**src/rtl/phug_pkg.sv**
```systemverilog
// Shared types, constants and the FNV-1a step for the path hash UUID generator.
`default_nettype none
package phug_pkg;

	localparam logic [63:0] FNV_OFFSET_BASIS = 64'hcbf2_9ce4_8422_2325;
	localparam logic [63:0] GOLDEN_CONST     = 64'h9e37_79b9_7f4a_7c15;
	localparam logic [63:0] SEED_FIRST       = FNV_OFFSET_BASIS;
	localparam logic [63:0] SEED_SECOND      = FNV_OFFSET_BASIS ^ GOLDEN_CONST;

	localparam logic [3:0] UUID_VERSION = 4'b0101;
	localparam logic [1:0] UUID_VARIANT = 2'b10;

	localparam int QUEUE_DEPTH = 4;

	// One classified item as it sits in the queue.
	typedef struct packed {
		logic [7:0] data;
		logic       present;
		logic       last;
	} item_t;

	// Queue status seen by the front and the back.
	typedef struct packed {
		logic full;
		logic empty;
	} qstat_t;

	// XOR the byte in, then multiply by the FNV prime 2^40 + 2^8 + 0xb3 as shift-adds.
	function automatic logic [63:0] fnv_absorb(input logic [63:0] h, input logic [7:0] b);
		logic [63:0] x;
		x = h ^ {56'd0, b};
		return (x << 40) + (x << 8) + (x << 7) + (x << 5) + (x << 4) + (x << 1) + x;
	endfunction

endpackage
`default_nettype wire

```
**src/rtl/phug_front.sv**
```systemverilog
// Input stage: accepts items, drops those that carry neither a byte nor an end mark.
`default_nettype none
module phug_front (
	input  wire logic                clk,
	input  wire logic                arst_n,
	input  wire logic                s_tvalid,
	output logic                     s_tready,
	input  wire logic [7:0]          s_tdata,   // path_byte
	input  wire logic                s_tuser,   // byte_present
	input  wire logic                s_tlast,   // last_byte
	input  wire phug_pkg::qstat_t    q_stat,
	output logic                     q_push,
	output phug_pkg::item_t          q_wr_item
);

	logic            valid_s1;
	phug_pkg::item_t item_s1;
	logic            take;

	assign q_push    = valid_s1 && !q_stat.full;
	assign s_tready  = !valid_s1 || !q_stat.full;
	assign take      = s_tvalid && s_tready;
	assign q_wr_item = item_s1;

	always_ff @(posedge clk or negedge arst_n) begin
		if (!arst_n) begin
			valid_s1 <= 1'b0;
		end else if (take) begin
			// An item with no byte and no end mark changes nothing, so it is not kept.
			valid_s1 <= s_tuser || s_tlast;
		end else if (q_push) begin
			valid_s1 <= 1'b0;
		end
	end

	always_ff @(posedge clk) begin
		if (take) begin
			item_s1.data    <= s_tdata;
			item_s1.present <= s_tuser;
			item_s1.last    <= s_tlast;
		end
	end

endmodule
`default_nettype wire

```
**src/rtl/phug_queue.sv**
```systemverilog
// Short item queue between the front and the back.
`default_nettype none
module phug_queue #(
	parameter int DEPTH = phug_pkg::QUEUE_DEPTH
) (
	input  wire logic             clk,
	input  wire logic             arst_n,
	input  wire logic             push,
	input  wire phug_pkg::item_t  wr_item,
	input  wire logic             pop,
	output phug_pkg::item_t       rd_item,
	output phug_pkg::qstat_t      stat
);

	localparam int PW = (DEPTH > 1) ? $clog2(DEPTH) : 1;
	localparam int CW = $clog2(DEPTH + 1);
	localparam logic [PW-1:0] LAST_PTR  = PW'(DEPTH - 1);
	localparam logic [CW-1:0] DEPTH_CNT = CW'(DEPTH);

	phug_pkg::item_t entries_q [DEPTH];
	logic [PW-1:0]   wr_ptr_q;
	logic [PW-1:0]   rd_ptr_q;
	logic [CW-1:0]   count_q;

	assign stat.full  = (count_q == DEPTH_CNT);
	assign stat.empty = (count_q == '0);
	assign rd_item    = entries_q[rd_ptr_q];

	always_ff @(posedge clk) begin
		if (push) begin
			entries_q[wr_ptr_q] <= wr_item;
		end
	end

	always_ff @(posedge clk or negedge arst_n) begin
		if (!arst_n) begin
			wr_ptr_q <= '0;
			rd_ptr_q <= '0;
			count_q  <= '0;
		end else begin
			if (push) begin
				wr_ptr_q <= (wr_ptr_q == LAST_PTR) ? '0 : wr_ptr_q + 1'b1;
			end
			if (pop) begin
				rd_ptr_q <= (rd_ptr_q == LAST_PTR) ? '0 : rd_ptr_q + 1'b1;
			end
			if (push && !pop) begin
				count_q <= count_q + 1'b1;
			end else if (pop && !push) begin
				count_q <= count_q - 1'b1;
			end
		end
	end

endmodule
`default_nettype wire

```
**src/rtl/phug_back.sv**
```systemverilog
// Hash engine: runs both FNV-1a hashes and holds the finished UUID for the output.
`default_nettype none
module phug_back (
	input  wire logic             clk,
	input  wire logic             arst_n,
	input  wire phug_pkg::qstat_t q_stat,
	input  wire phug_pkg::item_t  q_item,
	output logic                  q_pop,
	output logic                  m_tvalid,
	input  wire logic             m_tready,
	output logic [127:0]          m_tdata    // [63:0] uuid_high, [127:64] uuid_low
);

	logic [63:0] hash_a_q;
	logic [63:0] hash_b_q;
	logic [63:0] next_a;
	logic [63:0] next_b;
	logic        out_valid_q;
	logic [63:0] uuid_high_q;
	logic [63:0] uuid_low_q;
	logic        out_free;

	// The output register may be refilled in the cycle its item is taken.
	assign out_free = !out_valid_q || m_tready;
	assign q_pop    = !q_stat.empty && (!q_item.last || out_free);

	always_comb begin
		next_a = hash_a_q;
		next_b = hash_b_q;
		if (q_item.present) begin
			next_a = phug_pkg::fnv_absorb(hash_a_q, q_item.data);
			next_b = phug_pkg::fnv_absorb(hash_b_q, q_item.data);
		end
	end

	always_ff @(posedge clk or negedge arst_n) begin
		if (!arst_n) begin
			hash_a_q    <= phug_pkg::SEED_FIRST;
			hash_b_q    <= phug_pkg::SEED_SECOND;
			out_valid_q <= 1'b0;
		end else begin
			if (q_pop && q_item.last) begin
				hash_a_q    <= phug_pkg::SEED_FIRST;
				hash_b_q    <= phug_pkg::SEED_SECOND;
				out_valid_q <= 1'b1;
			end else begin
				if (q_pop) begin
					hash_a_q <= next_a;
					hash_b_q <= next_b;
				end
				if (m_tready) begin
					out_valid_q <= 1'b0;
				end
			end
		end
	end

	always_ff @(posedge clk) begin
		if (q_pop && q_item.last) begin
			uuid_high_q <= {next_a[63:16], phug_pkg::UUID_VERSION, next_a[11:0]};
			uuid_low_q  <= {phug_pkg::UUID_VARIANT, next_b[61:0]};
		end
	end

	assign m_tvalid = out_valid_q;
	assign m_tdata  = {uuid_low_q, uuid_high_q};

endmodule
`default_nettype wire

```
**src/rtl/path_hash_uuid_generator.sv**
```systemverilog
// Path hash UUID generator: two FNV-1a 64 hashes over a byte stream, one UUID per string.
// Throughput: one item per cycle, but a full queue or a waiting finished UUID can hold input;
// each byte is absorbed by a single shift-add multiply stage. An item that ends a string
// passes the input register, then a queue entry, then the UUID output register.
// Reset (arst_n low, asynchronous) empties the queue, drops any pending UUID and
// returns both hashes to their seeds.
`default_nettype none
module path_hash_uuid_generator #(
	parameter int QUEUE_DEPTH = phug_pkg::QUEUE_DEPTH
) (
	input  wire logic         clk,
	input  wire logic         arst_n,
	input  wire logic         s_tvalid,
	output logic              s_tready,
	input  wire logic [7:0]   s_tdata,   // [7:0] path_byte
	input  wire logic         s_tuser,   // [0] byte_present
	input  wire logic         s_tlast,   // last_byte
	output logic              m_tvalid,
	input  wire logic         m_tready,
	output logic [127:0]      m_tdata    // [63:0] uuid_high, [127:64] uuid_low
);

	phug_pkg::qstat_t q_stat;
	phug_pkg::item_t  q_wr_item;
	phug_pkg::item_t  q_item;
	logic             q_push;
	logic             q_pop;

	phug_front u_front (
		.clk       (clk),
		.arst_n    (arst_n),
		.s_tvalid  (s_tvalid),
		.s_tready  (s_tready),
		.s_tdata   (s_tdata),
		.s_tuser   (s_tuser),
		.s_tlast   (s_tlast),
		.q_stat    (q_stat),
		.q_push    (q_push),
		.q_wr_item (q_wr_item)
	);

	phug_queue #(
		.DEPTH (QUEUE_DEPTH)
	) u_queue (
		.clk     (clk),
		.arst_n  (arst_n),
		.push    (q_push),
		.wr_item (q_wr_item),
		.pop     (q_pop),
		.rd_item (q_item),
		.stat    (q_stat)
	);

	phug_back u_back (
		.clk      (clk),
		.arst_n   (arst_n),
		.q_stat   (q_stat),
		.q_item   (q_item),
		.q_pop    (q_pop),
		.m_tvalid (m_tvalid),
		.m_tready (m_tready),
		.m_tdata  (m_tdata)
	);

	// The back never reads from an empty queue.
	a_pop_not_empty: assert property (@(posedge clk) disable iff (!arst_n)
		q_pop |-> !q_stat.empty)
		else $error("queue popped while empty");

	// A finished UUID that is still waiting is never overwritten.
	a_no_overwrite: assert property (@(posedge clk) disable iff (!arst_n)
		!(q_pop && q_item.last && m_tvalid && !m_tready))
		else $error("pending UUID overwritten");

	// Items that neither carry a byte nor end a string never enter the queue.
	a_no_empty_items: assert property (@(posedge clk) disable iff (!arst_n)
		q_push |-> (q_wr_item.present || q_wr_item.last))
		else $error("no-op item queued");

	// A UUID only appears after the back consumed an end-of-string item.
	a_valid_source: assert property (@(posedge clk) disable iff (!arst_n)
		$rose(m_tvalid) |-> $past(q_pop && q_item.last))
		else $error("UUID offered without an end-of-string item");

endmodule
`default_nettype wire

```
**config.mk**
```make
export PLATFORM = sky130hd
export DESIGN_NAME = path_hash_uuid_generator
export DESIGN_NICKNAME = d
export VERILOG_FILES = /design/src/rtl/phug_pkg.sv /design/src/rtl/phug_front.sv /design/src/rtl/phug_queue.sv /design/src/rtl/phug_back.sv /design/src/rtl/path_hash_uuid_generator.sv
export SDC_FILE = /design/constraint.sdc
export NUM_CORES = 2
export LEC_CHECK = 0
export BUFFER_PORTS_ARGS = -buffer_cell sky130_fd_sc_hd__buf_4
export CAP_MARGIN = 20
export CORE_ASPECT_RATIO = 0.6
export CORE_MARGIN = 3
export CORE_UTILIZATION = 55
export CTS_CLUSTER_DIAMETER = 200
export DETAILED_ROUTE_END_ITERATION = 8
export PLACE_DENSITY = 0.72
export SYNTH_ARGS = -nofsm -noshare
export SYNTH_HDL_FRONTEND = slang
export SYNTH_SLANG_ARGS = --single-unit
```
**constraint.sdc**
```tcl
create_clock -name clk -period 11.8 [get_ports clk]
set_clock_uncertainty 0.15 [all_clocks]
set_input_delay 0.59 -clock clk [delete_from_list [all_inputs] [get_ports clk]]
set_output_delay 0.59 -clock clk [all_outputs]
set_load 0.02 [all_outputs]
```
# --- Yosys cells after proc, flatten, opt, wreduce, memory -nomap -nowiden ---
# Memory sizes are Yosys's and may differ from the RTL's.
# Cells that the tools add are included.
totals:
  n_memories: 1
  ramBits: 40
  input_bits: 14
  ff_bits: 269
  wordCells: 76
  out_inout_bits: 130
op_classes:
  add_sub_neg: 16
  n_eq_ne: 3
  n_bitwise: 2
  mux: 16
  reduce_logical: 24
mem_list:
  columns: ["memory", "depth", "word_bits", "rd", "rd_clocked_by_memory_dff", "wr", "line_no", "rtl"]
  rows:
  - ["u_queue.entries_q", 4, 10, 1, 0, 1, "phug_queue.sv:20", "phug_pkg::item_t entries_q [DEPTH];"]
op_table:
  columns: ["op", "n"]
  rows:
  - ["adder 64 bit", 12]
  - ["two-way mux 64 bit", 6]
  - ["bitwise XOR 64 x 8 -> 64 bit", 2]
  - ["nonzero test 2 bit", 5]
  - ["logical NOT 1 bit", 7]
  - ["logical AND 1 bit", 6]
  - ["two-way mux 1 bit", 6]
  - ["two-way mux 3 bit", 2]
  - ["adder 2 x 1 -> 2 bit, second input constant", 2]
  - ["== test 2 bit, second input constant", 2]
  - ["logical OR 1 bit", 4]
  - ["two-way mux 2 bit", 2]
  - ["adder 3 x 1 -> 3 bit, second input constant", 1]
  - ["== test 3 bit, second input constant", 1]
  - ["logical NOT 3 bit", 1]
  - ["subtractor 3 x 1 -> 3 bit, second input constant", 1]
  - ["AND reduction 2 bit", 1]

# --- Logic depth before layout (Yosys ltp) ---
# An unclocked memory read counts as a cell.
logic_depth:
  ltp_word: 11
  depth_mapped: 24
  ltp_nobuf: 22

# --- By module ---
# From an unflattened synthesis, not the netlist that was laid out.
hier_totals:
  hier_cells: 3175
  area_unflattened_um2: 32542.5
by_module_without_submodules:
  columns: ["module", "cells_each", "seq_area_each_um2", "instances", "area_per_inst_um2"]
  rows:
  - ["phug_back", 3070, 6920.4, 1, 30325.3]
  - ["phug_queue", 89, 1376.3, 1, 1861.8]
  - ["phug_front", 16, 325.3, 1, 355.3]

# --- Worst setup path after synthesis ---
# Ideal clock, no wire load.
synth_timing:
  path_kind: "reg2reg"
  start: "register u_queue.rd_ptr_q[0]"
  end: "register u_back.uuid_low_q[49] (data pin)"
  path_stages_with_launch: 24
  setup_ps: 260
  period_less_slack_ps: 6513
  setup_slack_ps: 5287
  t_required_ps: 11390
  arrival_time_ps: 6103
  n_path_buf: 2
  cell_sequence: "dfrtp_1 buf_2 buf_2 mux4_2 xnor2_1 ha_1 xnor2_1 fa_1 inv_1 ha_1 ha_1 ha_1 inv_1 fa_1 and2b_1 o21bai_4 a31oi_4 a311oi_4 o41ai_4 a41oi_2 o21ai_2 a31oi_1 xnor2_1 mux2_2"
synth_via:
  elab_chain_len: 9
synth_lines:
  columns: ["item", "line_no", "rtl"]
  rows:
  - ["from (decl)", "phug_queue.sv:22", "logic [PW-1:0] rd_ptr_q;"]
  - ["from (signal assigned)", "phug_queue.sv:45", "rd_ptr_q <= (rd_ptr_q == LAST_PTR) ? '0 : rd_ptr_q + 1'b1;"]
  - ["memory read (4 x 10 bit) *", null, null]
  - ["bitwise XOR 64 x 8 -> 64 bit", "phug_pkg.sv:31", "x = h ^ {56'd0, b};"]
  - ["adder 64 bit (6 in a row)", "phug_pkg.sv:32", "return (x << 40) + (x << 8) + (x << 7) + (x << 5) + (x << 4) + (x << 1) + x;"]
  - ["two-way mux 64 bit *", "phug_back.sv:30", "if (q_item.present) begin"]
  - ["via u_back.next_b[49]", "phug_back.sv:17", "logic [63:0] next_b;"]
  - ["to (signal assigned)", "phug_back.sv:61", "uuid_low_q <= {phug_pkg::UUID_VARIANT, next_b[61:0]};"]
  - ["to (decl)", "phug_back.sv:20", "logic [63:0] uuid_low_q;"]
# Mark *: on every way through the listed nets, which the timed path passes. The rest lies on a longest branch. The select of a mux whose other input is x is not followed.
# A chain may end at the register's enable or synchronous reset.

# --- Worst setup path after layout ---
layout_timing:
  start: "register u_queue.rd_ptr_q[0]"
  end: "register u_back.uuid_low_q[60] (data pin)"
# Same word-level chain as after synthesis.

==> qor.yml <==
finalHoldViolations: 0
via_per_inst: 5.843
synth_seq_area_share: 0.2660
setup_tns_ns: 0
cts_buffers: 35
antenna_found_initial: 1
synth-main-ff-cell: "edfxtp_1"
worstRegToRegCells: 21
grt_pass1_wl_mm: 145.0
design.core.area_um2: 57860
synth_area_um2: 32410
grt_pass1_vias: 24390
antennaDiodeCount: 0
ys_seq_elements: 307
synth_top_cells_by_area: "fa_1 (29%), edfxtp_1 (16%), ha_1 (8.3%)"
cts-htree-levels: 2
path_clk_slew_ns: 0.06
drt_iter0_drc: 2305
fmax_ghz: 0.1229
synthDominantCellAreaShare: 0.2909
finalSetupViolations: 0
path_buf_inv: 3
fin_crit_ns: 8.137
critPathMaxFanout: 15
drtAntennaViolNets: 0
yosysWarningCount: 0
synth_top_cell_by_area: "fa_1"
cp.arrival_ns: 8.30
r2r-start: "u_queue.rd_ptr_q[0]$_DFFE_PN0P_"
worstPathRequired_ns: 11.96
synthArstFlopShare: 0.4397
synth_edf_count: 172
cp_top_family: "adder cells"
ios: 144
cts_resized: 0
grt_max_degree: 95
io_buffers: 137
fin_crit_sh: 0.6896
cp-end-kind: "flop"
hpwl_mm: 70.37
worst_setup_path_start_kind: "flop"
cts_tree: "done"
hold_path.class: "in2reg"
worst_hold_slack_ns: 0.06712
hp-start: "s_tdata[6]"
vias: 23540
max_stage_delay_ns: 0.89
synth.distinct_cells: 82
syn_avg_cell_area_um2: 10.35
num-nets-final: 3933
gp_congestion: 0.9980
clock_sinks: 307
drt_first_pass_iters: 6
die_h_um: 194.0
dieArea_um2: 61980
netlist_instances: 3131
drc: 0
startpoint: "u_queue.rd_ptr_q[0]$_DFFE_PN0P_"
crit_type: "reg2reg"
status: "finished, final reports clean"
root_buffer: "clkbuf_16"
grt_util_all_layers: 0.3047
clock_path_buffers: 3
overflow: 0
clkLatencyLatePin_ns: 0.57
cp_slowest_cell: "dfrtp_1"
routedWlPerCell_um: 22.68
drv_slew: 0
fp.dieW_um: 319.4
rsz0062_at_grt: "false"
syn_to_final_growth_pct: 9.292
start_util: 0.5602
drv_cap: 0
hold_path_depth: 1
max_slew_margin: 0.2842
drive_gt1_frac: 0.1074
crit_chain: "mux4_2 > xor2_1 > clkinv_1 > xnor2_1 > ha_1 > inv_1 > fa_1 > fa_1 > inv_1 > ha_1 > ha_1 > nand4_1 > nor3_1 > o21ai_1 > a2111oi_2 > o211ai_1 > nand3_1 > a21oi_1 > o21ai_0 > xor2_1 > mux2_2"
worst_pin_slew_ns: 1.074
worstSetupPathDepth: 21
cp_common_cell: "ha_1"
wl_mm: 91.39
rows: 68
stage by stage:
step | utilization | cells | cell area (um^2) | setup slack (ns)
2_1_floorplan | - | 3135 | 32430 | 5.287
3_3_place_gp | 0.5914 | 3963 | 34220 | 4.039
3_5_place_dp | 0.5914 | 3963 | 34220 | 3.813
4_1_cts | 0.6116 | 4027 | 35390 | 3.791
5_1_grt | 0.6123 | 4029 | 35420 | 3.251
6_report | 0.6123 | 4029 | 35420 | 3.663
worst paths after layout:
| kind | end | slack (ns) |
|---|---|---|
| worst max-delay path | u_back.uuid_low_q[60]$_DFFE_PP_ | 3.66 |
| worst min-delay path | u_front.q_wr_item[8]$_DFFE_PP_ | 0.07 |
| worst max register to register | u_back.uuid_low_q[60]$_DFFE_PP_ | 3.66 |
| worst min register to register | u_queue.entries_q[3][0]$_DFFE_PP_ | 0.35 |
| max in group asynchronous | u_back.hash_b_q[3]$_DFFE_PN0P_ | 9.97 |
| min in group asynchronous | u_back.hash_b_q[51]$_DFFE_PN0P_ | 0.41 |
per-layer routing:
layer | GRT usage | routed length [um]
met1 | 0.4772 | 42590
met2 | 0.4166 | 36900
met3 | 0.08691 | 9892
met4 | 0.07043 | 2001
met5 | 0 | 0
state kept, by name (all words and copies together) (netlist names), 2 cells and up:
name and count:
u_queue.count_q 3, u_queue.wr_ptr_q 2, u_back.hash_b_q 62, u_back.uuid_high_q 60, u_queue.rd_ptr_q 2, u_front.q_wr_item 10
u_back.hash_a_q 64, u_queue.entries_q 40, u_back.uuid_low_q 62
placed cells by master, fill, tap and decap left out, types with 14 or more instances in the layout:
| cell type | count |
|---|---|
| a21oi_1 | 157 |
| a21o_1 | 74 |
| o21bai_1 | 16 |
| edfxtp_1 | 172 |
| xor2_1 | 56 |
| and2_1 | 18 |
| mux2_2 | 28 |
| nor3_1 | 30 |
| o211ai_1 | 14 |
| inv_1 | 686 |
| fa_1 | 471 |
| a211oi_1 | 19 |
| and3_1 | 14 |
| dfrtp_1 | 72 |
| buf_4 | 151 |
| o21a_1 | 25 |
| dfstp_2 | 63 |
| clkbuf_16 | 35 |
| o31ai_1 | 14 |
| xnor2_1 | 115 |
| o22a_1 | 34 |
| a22o_1 | 47 |
| nand4_1 | 24 |
| nor2_1 | 78 |
| nand2_1 | 270 |
| nand3_1 | 22 |
| o21ai_0 | 129 |
| ha_1 | 216 |
cell usage after synthesis, types with 6 or more instances:
master and instances:
and2_1 19, a31o_2 6, fa_1 471, a21oi_1 159, xor2_1 56, a22o_1 47, nor3_1 30, or3_1 7
a2bb2oi_1 12, o21a_1 26, ha_1 216, mux4_2 9, edfxtp_1 172, o21ai_0 129, mux2_2 28, maj3_1 9
and3_1 14, or2_2 6, nand2_1 270, dfrtp_1 72, buf_1 9, a211oi_1 19, o31ai_1 14, a31oi_1 13
o21ai_1 6, buf_4 6, dfstp_2 63, inv_1 686, a21o_1 74, o22a_1 34, nand4_1 24, o21bai_1 16
xnor2_1 115, nor2_1 80, nand3_1 22, o211ai_1 14, clkbuf_1 75
logic make-up (layout without fill, tap and decap cells):
kind of cell / after synthesis / after routing / synth area share
buffers and inverters: 785 / 909 / 0.09176
AND/OR/NAND/NOR: 495 / 495 / 0.06721
XOR/XNOR: 171 / 171 / 0.04621
adder cells (fa/ha/maj): 696 / 696 / 0.3771
flip-flops: 307 / 307 / 0.2660
AO/OA/AOI/OAI: 633 / 633 / 0.1340
other: 2 / 6 / 0.0002317
multiplexers: 42 / 42 / 0.01753
timing repair:
item	CTS	global route
buffers inserted	0	0
hold endpoints to repair	0	13
hold buffers	0	1
cell type report:
class                   count  area (um^2)
fillers                  4755        22430
multi-input cells        2043        20890
flip-flops and latches    307         8622
inverters                 691         2594
repair buffers            154         1182
well taps                 770        963.4
clock buffers              47        960.9
clock inverters            17        207.7
Power is not shown: default switching activity piles up to over one toggle a cycle in this logic, so the estimate is an artifact.
